[src/design/md5_pkg.sv]
// md5 package: constants, round tables, controller/datapath command and status types
// no dependencies
`default_nettype none
package md5_pkg;
  localparam logic [31:0] InitA = 32'h67452301;
  localparam logic [31:0] InitB = 32'hefcdab89;
  localparam logic [31:0] InitC = 32'h98badcfe;
  localparam logic [31:0] InitD = 32'h10325476;
  localparam logic [7:0]  PadByte = 8'h80;
  localparam logic        OpData = 1'b0;
  localparam logic        OpFinish = 1'b1;

  function automatic logic [31:0] step_k(input logic [5:0] i);
    logic [31:0] k [64];
    k = '{
      32'hd76aa478, 32'he8c7b756, 32'h242070db, 32'hc1bdceee,
      32'hf57c0faf, 32'h4787c62a, 32'ha8304613, 32'hfd469501,
      32'h698098d8, 32'h8b44f7af, 32'hffff5bb1, 32'h895cd7be,
      32'h6b901122, 32'hfd987193, 32'ha679438e, 32'h49b40821,
      32'hf61e2562, 32'hc040b340, 32'h265e5a51, 32'he9b6c7aa,
      32'hd62f105d, 32'h02441453, 32'hd8a1e681, 32'he7d3fbc8,
      32'h21e1cde6, 32'hc33707d6, 32'hf4d50d87, 32'h455a14ed,
      32'ha9e3e905, 32'hfcefa3f8, 32'h676f02d9, 32'h8d2a4c8a,
      32'hfffa3942, 32'h8771f681, 32'h6d9d6122, 32'hfde5380c,
      32'ha4beea44, 32'h4bdecfa9, 32'hf6bb4b60, 32'hbebfbc70,
      32'h289b7ec6, 32'heaa127fa, 32'hd4ef3085, 32'h04881d05,
      32'hd9d4d039, 32'he6db99e5, 32'h1fa27cf8, 32'hc4ac5665,
      32'hf4292244, 32'h432aff97, 32'hab9423a7, 32'hfc93a039,
      32'h655b59c3, 32'h8f0ccc92, 32'hffeff47d, 32'h85845dd1,
      32'h6fa87e4f, 32'hfe2ce6e0, 32'ha3014314, 32'h4e0811a1,
      32'hf7537e82, 32'hbd3af235, 32'h2ad7d2bb, 32'heb86d391};
    return k[i];
  endfunction

  function automatic logic [4:0] step_rot(input logic [5:0] i);
    logic [4:0] r [16];
    r = '{5'd7, 5'd12, 5'd17, 5'd22, 5'd5, 5'd9, 5'd14, 5'd20,
          5'd4, 5'd11, 5'd16, 5'd23, 5'd6, 5'd10, 5'd15, 5'd21};
    return r[{i[5:4], i[1:0]}];
  endfunction

  function automatic logic [3:0] step_g(input logic [5:0] i);
    logic [3:0] g;
    unique case (i[5:4])
      2'd0: g = i[3:0];
      2'd1: g = 4'(5 * i[3:0] + 1);
      2'd2: g = 4'(3 * i[3:0] + 5);
      default: g = 4'(7 * i[3:0]);
    endcase
    return g;
  endfunction

  typedef struct packed {
    logic       wr_byte;
    logic [5:0] wr_pos;
    logic [7:0] wr_data;
    logic       wr_len;
    logic       round;
    logic [5:0] round_idx;
    logic       load_work;
    logic       fold;
    logic       init;
    logic       count_inc;
  } md5_cmd_t;

  typedef struct packed {
    logic [5:0] pos;
  } md5_stat_t;
endpackage
`default_nettype wire

[src/design/md5_message_digest.sv]
// md5 message digest top level: controller, datapath and digest output register
// depends on md5_pkg, md5_ctrl, md5_datapath
//
// usage: s_axis carries one item per byte (tuser = op: 0 data, 1 finish).
// the 64th byte of a block starts a compression (one round per cycle in the
// shared round unit plus load/fold) during which s_axis_tready is low. a
// finish item pads with a byte sweep, writes the length and compresses; when
// fewer than 8 bytes remained, the first block is compressed without the
// length and a second padding sweep writes the length and compresses. the
// digest is registered in the output state after the last fold, stays on m_axis
// until taken; no new item is taken while a digest waits.
// reset clears the chaining words to the md5 initial values and the byte
// count to zero; the block store is not cleared, every byte is written
// before it is read.
`default_nettype none
module md5_message_digest import md5_pkg::*; (
  input  wire logic         clk_i,
  input  wire logic         rst_ni,
  input  wire logic         s_axis_tvalid,
  output logic              s_axis_tready,
  input  wire logic [7:0]   s_axis_tdata,  // data_byte[7:0]
  input  wire logic         s_axis_tuser,  // op
  output logic              m_axis_tvalid,
  input  wire logic         m_axis_tready,
  output logic [127:0]      m_axis_tdata   // digest_d, digest_c, digest_b, digest_a (msb first)
);
  md5_cmd_t    cmd;
  md5_stat_t   stat;
  logic [31:0] ca, cb, cc, cd;
  logic [127:0] dig_q;

  md5_ctrl u_ctrl (
    .clk_i, .rst_ni,
    .in_valid_i(s_axis_tvalid), .in_ready_o(s_axis_tready),
    .in_op_i(s_axis_tuser), .in_byte_i(s_axis_tdata),
    .out_valid_o(m_axis_tvalid), .out_ready_i(m_axis_tready),
    .stat_i(stat), .cmd_o(cmd)
  );

  md5_datapath u_dp (
    .clk_i, .rst_ni, .cmd_i(cmd), .stat_o(stat),
    .chain_a_o(ca), .chain_b_o(cb), .chain_c_o(cc), .chain_d_o(cd)
  );

  always_ff @(posedge clk_i) begin
    if (cmd.init) dig_q <= {cd, cc, cb, ca};
  end

  assign m_axis_tdata = dig_q;
endmodule
`default_nettype wire

[src/design/md5_datapath.sv]
// md5 datapath: block store memory, byte count, chaining and working registers
// depends on md5_pkg
`default_nettype none
module md5_datapath import md5_pkg::*; (
  input  wire logic        clk_i,
  input  wire logic        rst_ni,
  input  wire md5_cmd_t    cmd_i,
  output md5_stat_t        stat_o,
  output logic [31:0]      chain_a_o,
  output logic [31:0]      chain_b_o,
  output logic [31:0]      chain_c_o,
  output logic [31:0]      chain_d_o
);
  logic [31:0] mem [16];
  logic [31:0] rd_q;
  logic [60:0] count_q;
  logic [31:0] ca_q, cb_q, cc_q, cd_q;
  logic [31:0] a_q, b_q, c_q, d_q;
  logic [31:0] f, sum, rot;
  logic [4:0]  r;
  logic [63:0] bits;
  logic [5:0]  pos;

  assign pos = count_q[5:0];
  assign bits = {count_q, 3'b000};

  // byte writes, length words, and the registered message word read
  // during rounds the read looks one step ahead
  always_ff @(posedge clk_i) begin
    if (cmd_i.wr_byte) begin
      mem[cmd_i.wr_pos[5:2]][8*cmd_i.wr_pos[1:0] +: 8] <= cmd_i.wr_data;
    end else if (cmd_i.wr_len) begin
      mem[4'd14] <= bits[31:0];
      mem[4'd15] <= bits[63:32];
    end
    rd_q <= mem[step_g(cmd_i.round ? cmd_i.round_idx + 6'd1 : cmd_i.round_idx)];
  end

  always_comb begin
    unique case (cmd_i.round_idx[5:4])
      2'd0: f = d_q ^ (b_q & (c_q ^ d_q));
      2'd1: f = c_q ^ (d_q & (b_q ^ c_q));
      2'd2: f = b_q ^ c_q ^ d_q;
      default: f = c_q ^ (b_q | ~d_q);
    endcase
    sum = a_q + f + rd_q + step_k(cmd_i.round_idx);
    r = step_rot(cmd_i.round_idx);
    rot = (sum << r) | (sum >> (6'd32 - {1'b0, r}));
  end

  always_ff @(posedge clk_i or negedge rst_ni) begin
    if (!rst_ni) begin
      count_q <= '0;
      ca_q <= InitA;
      cb_q <= InitB;
      cc_q <= InitC;
      cd_q <= InitD;
    end else begin
      if (cmd_i.init) begin
        count_q <= '0;
        ca_q <= InitA;
        cb_q <= InitB;
        cc_q <= InitC;
        cd_q <= InitD;
      end else begin
        if (cmd_i.count_inc) count_q <= count_q + 61'd1;
        if (cmd_i.fold) begin
          ca_q <= ca_q + a_q;
          cb_q <= cb_q + b_q;
          cc_q <= cc_q + c_q;
          cd_q <= cd_q + d_q;
        end
      end
    end
  end

  always_ff @(posedge clk_i) begin
    if (cmd_i.load_work) begin
      a_q <= ca_q;
      b_q <= cb_q;
      c_q <= cc_q;
      d_q <= cd_q;
    end else if (cmd_i.round) begin
      a_q <= d_q;
      d_q <= c_q;
      c_q <= b_q;
      b_q <= b_q + rot;
    end
  end

  assign stat_o.pos = pos;
  assign chain_a_o = ca_q;
  assign chain_b_o = cb_q;
  assign chain_c_o = cc_q;
  assign chain_d_o = cd_q;
endmodule
`default_nettype wire

[src/design/md5_ctrl.sv]
// md5 controller: byte intake, padding sweep, round sequencing and output register
// depends on md5_pkg
`default_nettype none
module md5_ctrl import md5_pkg::*; (
  input  wire logic        clk_i,
  input  wire logic        rst_ni,
  input  wire logic        in_valid_i,
  output logic             in_ready_o,
  input  wire logic        in_op_i,
  input  wire logic [7:0]  in_byte_i,
  output logic             out_valid_o,
  input  wire logic        out_ready_i,
  input  wire md5_stat_t   stat_i,
  output md5_cmd_t         cmd_o
);
  typedef enum logic [2:0] {
    StIdle, StPad, StLen, StPrime, StRound, StFold, StOut
  } state_e;

  state_e     state_q;
  logic [5:0] pad_q, idx_q;
  logic       fin_q, last_q;

  assign in_ready_o = (state_q == StIdle) && !out_valid_o;

  always_comb begin
    cmd_o = '0;
    cmd_o.round_idx = idx_q;
    unique case (state_q)
      StIdle: begin
        if (in_valid_i && in_ready_o) begin
          cmd_o.wr_byte = 1'b1;
          cmd_o.wr_pos = stat_i.pos;
          cmd_o.wr_data = (in_op_i == OpFinish) ? PadByte : in_byte_i;
          cmd_o.count_inc = (in_op_i == OpData);
        end
      end
      StPad: begin
        cmd_o.wr_byte = 1'b1;
        cmd_o.wr_pos = pad_q;
        cmd_o.wr_data = 8'h00;
      end
      StLen: cmd_o.wr_len = 1'b1;
      StPrime: cmd_o.load_work = 1'b1;
      StRound: cmd_o.round = 1'b1;
      StFold: cmd_o.fold = 1'b1;
      StOut: cmd_o.init = 1'b1;
      default: ;
    endcase
  end

  always_ff @(posedge clk_i or negedge rst_ni) begin
    if (!rst_ni) begin
      state_q <= StIdle;
      pad_q <= '0;
      idx_q <= '0;
      fin_q <= 1'b0;
      last_q <= 1'b0;
      out_valid_o <= 1'b0;
    end else begin
      if (out_valid_o && out_ready_i) out_valid_o <= 1'b0;
      unique case (state_q)
        StIdle: begin
          if (in_valid_i && in_ready_o) begin
            idx_q <= '0;
            if (in_op_i == OpData) begin
              fin_q <= 1'b0;
              last_q <= 1'b0;
              if (stat_i.pos == 6'd63) state_q <= StPrime;
            end else begin
              fin_q <= 1'b1;
              last_q <= (stat_i.pos < 6'd56);
              pad_q <= stat_i.pos + 6'd1;
              if (stat_i.pos == 6'd63) state_q <= StPrime;
              else state_q <= StPad;
            end
          end
        end
        StPad: begin
          pad_q <= pad_q + 6'd1;
          if (pad_q == 6'd63) state_q <= last_q ? StLen : StPrime;
        end
        StLen: state_q <= StPrime;
        StPrime: state_q <= StRound;
        StRound: begin
          idx_q <= idx_q + 6'd1;
          if (idx_q == 6'd63) state_q <= StFold;
        end
        StFold: begin
          idx_q <= '0;
          if (!fin_q) state_q <= StIdle;
          else if (last_q) state_q <= StOut;
          else begin
            // second block: zeros then length
            last_q <= 1'b1;
            pad_q <= '0;
            state_q <= StPad;
          end
        end
        StOut: begin
          out_valid_o <= 1'b1;
          state_q <= StIdle;
        end
        default: state_q <= StIdle;
      endcase
    end
  end
endmodule
`default_nettype wire

[config.mk]
export PLATFORM = sky130hd
export DESIGN_NAME = md5_message_digest
export DESIGN_NICKNAME = d
export VERILOG_FILES = /design/src/design/md5_pkg.sv /design/src/design/md5_message_digest.sv /design/src/design/md5_datapath.sv /design/src/design/md5_ctrl.sv
export SDC_FILE = /design/constraint.sdc
export NUM_CORES = 2
export LEC_CHECK = 0
export BUFFER_PORTS_ARGS = -buffer_cell sky130_fd_sc_hd__buf_2
export CORE_MARGIN = 2
export CORE_UTILIZATION = 50
export CTS_CLUSTER_DIAMETER = 100
export CTS_CLUSTER_SIZE = 30
export DETAILED_ROUTE_END_ITERATION = 12
export GPL_TIMING_DRIVEN = 1
export PLACE_DENSITY_LB_ADDON = 0.05
export SETUP_SLACK_MARGIN = 0.02
export SLEW_MARGIN = 30
export SYNTH_ARGS = -nofsm -noshare
export SYNTH_HDL_FRONTEND = slang
export SYNTH_SLANG_ARGS = --single-unit
[constraint.sdc]
create_clock -name clk_i -period 26.3 [get_ports clk_i]
set_input_delay 5.26 -clock clk_i [delete_from_list [all_inputs] [get_ports clk_i]]
set_output_delay 5.26 -clock clk_i [all_outputs]
set_load 0.02 [all_outputs]
==> impl_metrics.env <==
export IMPL_cts_hold_buf=0
export IMPL_outcome="finished, final reports clean"
export IMPL_die_y_um=347
export IMPL_io_pins=143
export IMPL_grt_max_degree=129
export IMPL_setup_tns_ns=0
export IMPL_clk_pin_slew_ns=0.12
export IMPL_fin_total_pwr_mw=2.58
export IMPL_grt_ovfl_total=0
export IMPL_synth_net_count=5826
export IMPL_max_cap_violations=0
export IMPL_fill_cells=10400
export IMPL_wl_per_cell_um=26.7
export IMPL_power_static_leakage_nw=23.0
export IMPL_whs_ns=0.504
export IMPL_clk_latency_ns=0.70
export IMPL_power_density_nw_per_um2=41.3
export IMPL_syn_area_um2=58900
export IMPL_multiInputGateArea_um2=27900
export IMPL_period_share_pct=44.5
export IMPL_rsz0062_at_grt="false"
export IMPL_vias=43600
export IMPL_end_kind="flop"
export IMPL_antenna_found_initial=2
export IMPL_clk_path_buf_depth=3
export IMPL_synth_seq_cells=1007
export IMPL_worst_path_max_fanout=24
export IMPL_ctsHtreeMaxLevel=2
export IMPL_crit_top_cell="o21ai_0"
export IMPL_hold_viol_final=0
export IMPL_die_x_um=347
export IMPL_cts_tree="built"
export IMPL_clock_sinks=1007
export IMPL_place_congestion=0.974
export IMPL_ant_nets=0
export IMPL_ys_flop_type="edfxtp_1"
export IMPL_syn2layout_area_growth_pct=5.93
export IMPL_seq_area_frac_synth_pct=49.1
export IMPL_yosysWarningCount=0
export IMPL_critical_path_startpoint_type="flop"
export IMPL_regToRegSetupSlack_ns=14.59
export IMPL_slowest_stage="dfrtp_1"
export IMPL_regArea_um2=28900
export IMPL_antenna_cells=0
export IMPL_drt_wl_total_um=188000
export IMPL_worst_pin_slew_ns=1.03
export IMPL_critical_path_class="reg2reg"
export IMPL_finalCriticalPeriod_ns=11.71
export IMPL_drc_errors=0
export IMPL_dieArea_um2=121000
export IMPL_viasPerCell=6.18
export IMPL_grt_usage_pct=30.8
export IMPL_dr_pass1_iters=7
export IMPL_grt_pass1_vias=41700
export IMPL_hpwl_um=139000
export IMPL_fmax_ghz=0.0854
export IMPL_arrival_ns=12.20
export IMPL_max_stage_delay_ns=1.02
export IMPL_nets=5795
export IMPL_setup_viol=0
export IMPL_netlist_instances=5527
export IMPL_relSlewSlack_pct=31.2
export IMPL_grt_pass1_wl_um=277000
export IMPL_synth_edf_count=765
export IMPL_min_path_type="reg2reg"
export IMPL_postSynth_asyncResetShare_pct=20.6
export IMPL_avgSynthCellArea_um2=10.7
export IMPL_setup_slack_ns=14.59
export IMPL_first_iter_violations=3972
export IMPL_synth_cell_types=124
export IMPL_cts_setup_buffers=0
export IMPL_cts_resized=0
export IMPL_cp_data_required_time_ns=26.79
export IMPL_start_util_pct=50.6
export IMPL_port_buffers=142
export IMPL_coreArea_um2=117000
export IMPL_vdd_drop_max_v=0.0000587
export IMPL_drive_above_1_share_pct=11.1
export IMPL_rows=125
export IMPL_maxSlewViolCount=0
export IMPL_cts_buffers=44
export IMPL_skew_ns=0.0857
export IMPL_pre_cts_ws_ns=14.97
export IMPL_cts_root_buf="clkbuf_16"
[per-stage QoR]
step                      cell area (um^2)  std cells  util, %
after floorplan                      58900       5527        -
after global placement               60900       6974     52.3
after detailed placement             60900       6974     52.3
after CTS                            62400       7056     53.5
after global routing                 62400       7056     53.6
final                                62400       7056     53.6
[synth_stat cells, types with 11 or more instances]
library cell | count | area [um^2]
edfxtp_1 | 765 | 23000
nand2_1 | 755 | 2830
nor2_1 | 444 | 1670
a21oi_1 | 421 | 2110
o21ai_0 | 370 | 1850
inv_1 | 244 | 916
ha_1 | 217 | 2720
clkbuf_1 | 202 | 758
xnor2_1 | 168 | 1470
dfrtp_1 | 143 | 3580
mux4_2 | 142 | 3200
a21o_1 | 122 | 916
nand3_1 | 120 | 601
xor2_1 | 114 | 998
mux2i_1 | 90 | 901
nor2b_1 | 84 | 526
a211oi_1 | 77 | 578
nor3_1 | 76 | 380
a31oi_1 | 71 | 444
fa_1 | 69 | 1380
dfstp_2 | 64 | 1680
o211ai_1 | 46 | 345
nand2b_1 | 39 | 244
and3_1 | 35 | 219
dfxtp_1 | 35 | 701
or3_1 | 32 | 200
buf_1 | 31 | 116
o21a_1 | 31 | 233
buf_2 | 28 | 140
o22ai_1 | 27 | 169
o31ai_1 | 27 | 203
nand4_1 | 26 | 163
and2_1 | 24 | 150
o21bai_1 | 22 | 165
mux2_2 | 19 | 214
o311ai_0 | 15 | 131
a311oi_1 | 14 | 123
a221oi_1 | 13 | 114
o221ai_1 | 13 | 114
a211o_1 | 12 | 105
a21boi_0 | 11 | 82.6
buf_4 | 11 | 82.6
nor3b_1 | 11 | 82.6
o21ai_1 | 11 | 55.1
[registers in the layout, summed over array words and instances, names as in the netlist, 32 cells and up]
register	flops
m_axis_tdata	128
u_dp.a_q	32
u_dp.b_q	32
u_dp.c_q	32
u_dp.chain_a_o	32
u_dp.chain_b_o	32
u_dp.chain_c_o	32
u_dp.chain_d_o	32
u_dp.count_q	61
u_dp.d_q	32
u_dp.mem	512
u_dp.rd_q	32
[per-layer routing]
metal	GRT usage, %	wire (um)
met1	40.9	78400
met2	51.7	90900
met3	3.47	10400
met4	12.1	8460
met5	0	13
[layout make-up]
class / count / area share [%]
Tap cell: 1524 / 3.06
Sequential cell: 1007 / 46.4
Multi-Input combinational cell: 3975 / 44.7
Inverter: 252 / 1.53
Timing Repair Buffer: 216 / 2.09
Clock inverter: 15 / 0.373
Clock buffer: 67 / 1.91
[cells by family (layout without fill, tap and decap cells)]
kind of cell / after synthesis / in the layout / share of synthesized area, %
buffers and inverters: 545 / 550 / 3.93
AND/OR/NAND/NOR: 1710 / 1710 / 12.9
AO/OA/AOI/OAI: 1439 / 1439 / 15.4
adder cells (fa/ha/maj): 287 / 287 / 6.97
multiplexers: 254 / 254 / 7.41
XOR/XNOR: 285 / 285 / 4.29
flip-flops: 1007 / 1007 / 49.1
[layout by cell type, fill, tap and decap left out, drive strengths merged, types with 79 or more instances in the layout]
master | netlist | final
xor2 | 115 | 115
nand3 | 121 | 121
mux4 | 143 | 143
a21o | 124 | 124
mux2i | 90 | 90
xnor2 | 169 | 169
nor3 | 79 | 79
o21ai | 386 | 386
a21oi | 423 | 423
buf | 79 | 216
nand2 | 757 | 757
nor2b | 84 | 84
a211oi | 80 | 80
dfrtp | 143 | 143
inv | 247 | 255
ha | 217 | 217
edfxtp | 765 | 765
nor2 | 446 | 446
[worst max-delay path, delay by kind of cell, from the launching register on]
kind / cells / cell delay (ns)
compound gates: 17 / 3.88
xor+xnor: 2 / 0.70
fa+ha+maj: 5 / 2.53
buf+inv: 3 / 0.57
flops: 1 / 1.02
mux: 2 / 1.09
simple gates: 8 / 1.68
[where the power goes]
part                  switching [mW]  internal, mW  leakage (nW)
logic                        0.00798       0.00115          13.7
registers      0.0000000000000000138          1.69          8.59
clock network                  0.540         0.336         0.674
[worst paths after layout]
path | from | end | depth (start not counted)
min in group asynchronous | rst_ni | u_dp.chain_c_o[9] | 1
worst min register to register | u_dp.mem[14][0] | u_dp.mem[14][0] | 1
worst max register to register | u_ctrl.idx_q[0] | u_dp.b_q[31] | 37
worst max-delay path | u_ctrl.idx_q[0] | u_dp.b_q[31] | 37
max in group asynchronous | rst_ni | u_dp.chain_b_o[12] | 2
worst min-delay path | u_dp.mem[14][0] | u_dp.mem[14][0] | 1
Note: power is estimated with default switching activity, not from simulation.
